**src/rtl/bpa_pkg.sv**
```systemverilog
// shared constants, codes and types of the bitmap page allocator
`timescale 1ns / 1ps

package bpa_pkg;

   localparam int WORD_BITS  = 8;
   localparam int WORD_COUNT = 8192;
   localparam int ADDR_BITS  = 13;
   localparam int CNT_BITS   = 17;
   localparam int PAGE_BITS  = 16;

   // largest page limit the page fields can express
   localparam logic [CNT_BITS-1:0] PAGE_CAP = 17'h10000;

   localparam logic [1:0] MODE_ALLOC   = 2'd0;
   localparam logic [1:0] MODE_FREE    = 2'd1;
   localparam logic [1:0] MODE_RESERVE = 2'd2;

   localparam logic [1:0] STATUS_OK       = 2'd0;
   localparam logic [1:0] STATUS_NO_SPACE = 2'd1;
   localparam logic [1:0] STATUS_RANGE    = 2'd2;

   typedef struct packed {
      logic                 en;
      logic [ADDR_BITS-1:0] addr;
      logic [WORD_BITS-1:0] data;
   } ram_wr_type;

   typedef struct packed {
      logic                hit;
      logic [2:0]          hit_bit;
      logic [CNT_BITS-1:0] run_out;
   } scan_result_type;

endpackage

```
**src/rtl/bpa_word_scan.sv**
```systemverilog
// free-run tracking over one bitmap word, finds the lowest page that completes a run
`timescale 1ns / 1ps

module bpa_word_scan import bpa_pkg::*; (
   input  logic [WORD_BITS-1:0] word_data,
   input  logic [ADDR_BITS-1:0] word_addr,
   input  logic [CNT_BITS-1:0]  lim,
   input  logic [CNT_BITS-1:0]  run_in,
   input  logic [CNT_BITS-1:0]  need,
   output scan_result_type      result
);

   logic [WORD_BITS-1:0] used;
   logic [CNT_BITS-1:0]  run_at [WORD_BITS];

   always_comb begin
      for (int i = 0; i < WORD_BITS; i++) begin
         // pages at or above the limit count as used
         used[i] = word_data[i] | ({1'b0, word_addr, 3'(i)} >= lim);
      end
   end

   always_comb begin
      for (int i = 0; i < WORD_BITS; i++) begin
         run_at[i] = CNT_BITS'(run_in + CNT_BITS'(i + 1));
         // highest used page at or below i ends the carried run
         for (int j = 0; j <= i; j++) begin
            if (used[j]) begin
               run_at[i] = CNT_BITS'(i - j);
            end
         end
      end
   end

   always_comb begin
      result.hit     = 1'b0;
      result.hit_bit = 3'd0;
      result.run_out = run_at[WORD_BITS-1];
      for (int i = WORD_BITS - 1; i >= 0; i--) begin
         if (run_at[i] >= need) begin
            result.hit     = 1'b1;
            result.hit_bit = 3'(i);
         end
      end
   end

endmodule
```
**config.mk**
```make
export PLATFORM = sky130hd
export DESIGN_NAME = bpa_word_scan
export DESIGN_NICKNAME = d
export VERILOG_FILES = /design/src/rtl/bpa_pkg.sv /design/src/rtl/bpa_word_scan.sv
export SDC_FILE = /design/constraint.sdc
export NUM_CORES = 1
export LEC_CHECK = 0
export BUFFER_PORTS_ARGS = -buffer_cell sky130_fd_sc_hd__buf_2
export CORE_ASPECT_RATIO = 1.75
export CORE_MARGIN = 3
export CORE_UTILIZATION = 27
export DETAILED_ROUTE_END_ITERATION = 16
export SLEW_MARGIN = 20
export SYNTH_ARGS = -nofsm -noshare
export SYNTH_HDL_FRONTEND = slang
export SYNTH_SLANG_ARGS = --single-unit
```
**constraint.sdc**
```tcl
create_clock -name vclk -period 6.78
set_input_delay 1.017 -clock vclk [all_inputs]
set_output_delay 1.017 -clock vclk [all_outputs]
set_load 0.05 [all_outputs]
```
[After elaboration in Yosys (flattened, before gate mapping)]
Cells that the tools add are included.
Storage, ports and cells
  flip-flop bits (word level): 0
  input port bits: 72
  output and inout port bits: 21
  word-level logic and storage cells: 76
Cells by class
  add/subtract/negate cells: 8
  magnitude comparators: 16
  muxes and demuxes: 44
  bitwise gates (word level): 8
Operator list (number)
  17-bit 2-to-1 mux: 36
  16-bit by 17-bit >= comparator with 1-bit output: 8
  17-bit >= comparator: 8
  17-bit by 3-bit adder with 17-bit output (second input constant): 4
  17-bit by 2-bit adder with 17-bit output (second input constant): 2
  4-bit 2-to-1 mux: 8
  17-bit by 1-bit adder with 17-bit output (second input constant): 1
  17-bit by 4-bit adder with 17-bit output (second input constant): 1
  1-bit OR: 8

[Logic depth before layout (Yosys ltp)]
Gate-level depths: netlist of run 1.
  depth in word-level cells: 19
  mapped depth: 19
  depth with buffers taken out: 17

[Worst setup path after synthesis of run 1]
OpenSTA, ideal clock, no wires.
  path kind: in2out
  start: input port lim[12]
  end: output port result[18] (netlist name)
  data arrival time: 6.161 ns
  required time: 5.763 ns
  path slack: -0.398 ns
  stages on the path: 17
  buffers on the path: 0
  cell sequence: inv_1 > ha_1 > nand4_1 > nor4_4 > a21oi_1 > and3_1 > nand3_1 > nor2_1 > nor4_1 > ha_1 > o21a_1 > o211ai_1 > o211ai_1 > a31oi_1 > nor3b_1 > nand2b_1 > a21oi_1
RTL lines
  start: declaration: line bpa_word_scan.sv:7  | input logic [CNT_BITS-1:0] lim,
  end: declaration: line bpa_word_scan.sv:10  | output scan_result_type result

==> results.md, run 1 <==
* Leading cell type in the layout, fill and taps excluded: nor2_1
* Area leader, netlist: ha_1
* Drt drc at 0
* CP max FO at 11
* Synth Instances at 891
* Max-slew headroom at 0.499
* CP Buf/Inv Count at 4
* CP Launch Type: input pin
* Crit path largest cell delay at 410 ps
* Post-Syn Nets at 1123
* Sequential cell count at 0
* Share of the synthesized area in the top cell type at 0.324
* Seq. cell area at 0 um^2
* Final TNS setup at 0 ps
* Worst vdd ir at 0.0337 mV
* Pin count of the biggest net entering global routing at 15
* Port Buf Inserts at 93
* CP delay by family, top: simple AND/OR/NAND/NOR gates
* WP data arrival at 5460 ps
* Crit path kind: input pin to output port
* I/O pins at 93
* Area Overhead vs Synth at 14.4%
* Vias in the first global route at 6721
* Initial antenna violation count at 0
* Hold Fails Final Rpt at 0
* First-pass GRT wire length at 34200 um
* Max-cap violations at 0
* Vias at 6686
* Number of clock buffers in the layout at 0
* Crit path max-delay cell type: nor4b_4
* Type of the worst min-delay path: input pin to output port
* Synth Area per Inst at 6.93 um^2
* Pleak at 0.00341 uW
* Crit path cell chain: buf_2 -> ha_1 -> nand4_1 -> nor4_4 -> buf_4 -> a21oi_1 -> nor4b_4 -> nand3_1 -> buf_4 -> nor2_1 -> ha_1 -> a21o_1 -> a21oi_1 -> nor2b_1 -> o41ai_1 -> o21ai_0 -> nand4b_1 -> or2_2 -> buf_2
* Required @ worst endpoint at 5760 ps
* Final setup vio count at 0
* Core ar. at 22300 um^2
* TritonRoute pass-1 iters at 7
* Dpl hpwl at 18600 um
* Synth cell types at 74
* Period utilization at 0.955
* DIE WIDTH at 120 um
* Wire per inst at 17.3 um
* Hold buffers post-CTS at 0
* Total global-route track usage at 0.171
* Share of cells above drive strength 1 at 0.156
* Final WL at 22000 um
* 1st-iter DRT viols at 250
* Die area at 24800 um^2
* Grt ovf at 0
* Nets at 1207
* Netlist Area Pre-Place at 6170 um^2
* Most frequent cells in the layout: nor2_1, ha_1, buf_2
* RSZ-0062 raised after global routing: false
* Worst-Margin Slew at 744 ps
* Routability cong. at 0.928
* Crit end category: output port
* Die H at 206 um
* Antenna-violating nets left at 0
* # rows at 72
* Antenna cells at 0
* Starting Density at 0.277
* Status: finished clean
* Tmin final at 6470 ps
* Synth top area cells: ha_1, nor2_1, xnor2_1, xor2_1, a21oi_1
* Seq/Total Area, Yosys at 0
* Layout fillers at 2459
* Vias per cell at 5.27
* Final instance area at 7060 um^2
* Power Dens Cells at 47.6 nW/um^2
* FMAX at 154 MHz
* Pins Over Slew Limit at 0
* Placed Area at 7020 um^2
* Ys Warns at 0
==> cells by family after synthesis <==
family          share of synthesized area
fa+ha+maj                           0.324
compound gates                      0.166
buf+inv                            0.0543
simple gates                        0.305
xor+xnor                            0.150
==> path summary, 6_finish.rpt <==
kind | end | startpoint | slack [ps] | cells after the start
worst min-delay path | result[1] | word_data[6] | 2530 | 5
worst max-delay path | result[20] | word_addr[9] | 310 | 19
==> worst min-delay path, stage by stage <==
cell,delay [ps]
buf_2,80
a21oi_1,60
nand2_1,80
nor3_1,70
buf_2,210
==> metal layers <==
layer / vias up / GRT usage / share of wire
li1: 3288 / - / -
met1: 3096 / 0.194 / 0.40
met2: 240 / 0.327 / 0.50
met3: 62 / 0.0112 / 0.049
met4: 0 / 0.0709 / 0.047
met5: - / 0 / 0
==> area by class of cell <==
type | count | area [um^2] | share of cell area
multi-input combinational | 810 | 5860 | 0.831
timing repair buffer | 118 | 653 | 0.0926
tap | 296 | 370 | 0.0525
inverter | 45 | 169 | 0.0239
==> power by group <==
| group | internal (uW) | switching [uW] | total [uW] |
|---|---|---|---|
| Clock | 0 | 0 | 0 |
| Combinational | 127 | 209 | 336 |
| Sequential | 0 | 0 | 0 |
==> what timing repair did <==
item | CTS | global route
setup buffers | 0 | 2
resized for setup | 0 | 4
setup endpoints to repair | 0 | 3
==> Yosys cell counts, types with 3 or more instances <==
library cell and number:
a2111oi_0 3, nand3_1 19, a21oi_1 63, nand2_1 70
nor2_1 187, buf_2 10, and4_1 5, inv_1 45
nor2b_1 11, or3_1 7, nor3_1 13, xor2_1 40
buf_1 4, a31oi_1 4, nand2b_1 9, or3_4 3
xnor2_1 66, o211ai_1 3, nor4_1 9, and2_1 3
nand4_1 20, clkbuf_1 19, o21ai_0 24, or2_2 5
a21o_1 15, o31ai_1 4, nor3b_1 3, ha_1 160
o21a_1 6, a211oi_1 8
==> stage by stage <==
step / utilization / worst slack (ps) / hold WS [ps] / instances / total power, uW
after floorplan: - / 47.7 / 2300 / 891 / 226
after global placement: 0.315 / 161 / 2520 / 1267 / 329
after detailed placement: 0.315 / 165 / 2520 / 1267 / 334
after CTS: 0.315 / 140 / 2530 / 1267 / 335
after global routing: 0.317 / 26.9 / 2560 / 1269 / 375
final: 0.317 / 307 / 2530 / 1269 / 336
(Power assumes the default switching activity.)
==> run 2, diff against run 1 <==
CELL_PAD_IN_SITES_DETAIL_PLACEMENT = 0   (was default)
CELL_PAD_IN_SITES_GLOBAL_PLACEMENT = 2   (was default)
PLACE_DENSITY_LB_ADDON = 0.1   (was default)
==> results.md, run 2 (same netlist as run 1, synthesis figures left out) <==
* Status: finished clean
* DP Worst Slack at 176 ps
* Max-slew headroom at 0.453
* Crit path largest cell delay at 470 ps
* Drt drc at 0
* Clock share of power at 0
* I/O pins at 93
* Area Overhead vs Synth at 16.6%
* Sw power at 220 uW
* Multi-input logic area at 5850 um^2
* Layout fillers at 2535
* Vias in the first global route at 6884
* Reg power frac at 0
* Power Internal at 134 uW
* Worst vdd ir at 0.0252 mV
* Period utilization at 0.947
* Antenna cells at 0
* Worst-Margin Slew at 820 ps
* 1st-iter DRT viols at 262
* FMAX at 156 MHz
* CP Launch Type: input pin
* Routed length on met3 at 819 um
* DIE WIDTH at 120 um
* Most frequent cells in the layout: nor2_1, ha_1, buf_2
* # rows at 72
* Sequential cell count at 0
* CP delay by family, top: simple AND/OR/NAND/NOR gates
* Required @ worst endpoint at 5760 ps
* Critical Path Stages at 18
* Number of clock buffers in the layout at 0
* Power Dens Cells at 49.2 nW/um^2
* Metal1 wirelength at 9940 um
* Hold Fails Final Rpt at 0
* TritonRoute pass-1 iters at 7
* Crit end category: output port
* Pin count of the biggest net entering global routing at 15
* Combinational power share at 1.000
* Dpl hpwl at 22500 um
* Core ar. at 22300 um^2
* Crit path kind: input pin to output port
* Type of the worst min-delay path: input pin to output port
* Routability cong. at 0.854
* Vias per cell at 5.03
* Worst setup startpoint: lim[14]
* CP max FO at 6
* Wire per inst at 20.2 um
* Starting Density at 0.277
* Die area at 24800 um^2
* Crit path cell chain: buf_2 -> inv_1 -> ha_1 -> nand4b_4 -> or3_4 -> o22a_2 -> and3_4 -> a311oi_2 -> nor3_2 -> nor3_1 -> ha_1 -> a2111oi_1 -> o211ai_1 -> a31oi_1 -> nor3b_2 -> nand2_1 -> or2_2 -> buf_2
* Initial antenna violation count at 0
* CP Buf/Inv Count at 3
* Final WL at 26000 um
* Hold buffers post-CTS at 0
* Final WS setup at 358 ps
* Routed wl met2 at 14200 um
* Total global-route track usage at 0.208
* Vias at 6483
* Pleak at 0.00350 uW
* Tmin final at 6420 ps
* Max-cap violations at 0
* First-pass GRT wire length at 39500 um
* RSZ-0062 raised after global routing: false
* WP data arrival at 5410 ps
* Port Buf Inserts at 93
* Uppermost layer routed: met4
* Sw Share at 0.622
* Crit path max-delay cell type: or3_4
* Antenna-violating nets left at 0
* Final TNS setup at 0 ps
* Nets at 1226
* Pins Over Slew Limit at 0
* Setup crit end: result[20]
* Die H at 206 um
* Leading cell type in the layout, fill and taps excluded: nor2_1
* Final setup vio count at 0
* Seq. cell area at 0 um^2
* Grt ovf at 0
* Share of cells above drive strength 1 at 0.171
-- run 2: changes by cell type in the layout (fill, tap and decap cells not counted), sizes merged --
cell  delta
buf     +19
-- run 2: layout make-up --
cell class,instances,share of cell area
timing repair buffer,137,0.112
multi-input combinational,810,0.813
inverter,45,0.0235
tap,296,0.0515
-- run 2: tightest hold or removal path, stage by stage --
cell and delay (ps):
buf_2 80, a21oi_1 50, nand2_1 100, nor3_1 60
buf_2 210
-- run 2: how the worst min path moves through the flow --
| stage | cells after the start | start | end |
|---|---|---|---|
| after floorplan | 2 | word_data[5] | result[2] |
| after global placement | 5 | word_data[6] | result[1] |
| after detailed placement | 5 | word_data[6] | result[1] |
| after CTS | 5 | word_data[6] | result[1] |
| after global routing | 5 | word_data[6] | result[1] |
| final | 5 | word_data[6] | result[1] |
-- run 2: power groups by stage --
stage	clock network (uW)	registers, uW	logic, uW
after floorplan	0	0	226
after global placement	0	0	359
after CTS	0	0	359
after detailed placement	0	0	358
final	0	0	354
after global routing	0	0	397
-- run 2: repair_timing --
action	CTS	global route
resized for setup	0	2
endpoints found under the hold margin	0	0
endpoints found under the setup margin	0	2
setup buffers	0	1
-- run 2: metal layers --
layer | vias up | track usage
met5 | - | 0
met4 | 0 | 0.0656
met3 | 43 | 0.00904
met2 | 161 | 0.424
met1 | 2951 | 0.223
li1 | 3328 | -
-- run 2: stage by stage --
| stage | total power (uW) | hold WS (ps) | cell area [um^2] | util | instances |
|---|---|---|---|---|---|
| after floorplan | 226 | 2300 | 6180 | - | 891 |
| after global placement | 359 | 2550 | 7180 | 0.323 | 1287 |
| after detailed placement | 358 | 2550 | 7180 | 0.323 | 1287 |
| after CTS | 359 | 2550 | 7180 | 0.323 | 1287 |
| after global routing | 397 | 2590 | 7200 | 0.323 | 1288 |
| final | 354 | 2550 | 7200 | 0.323 | 1288 |
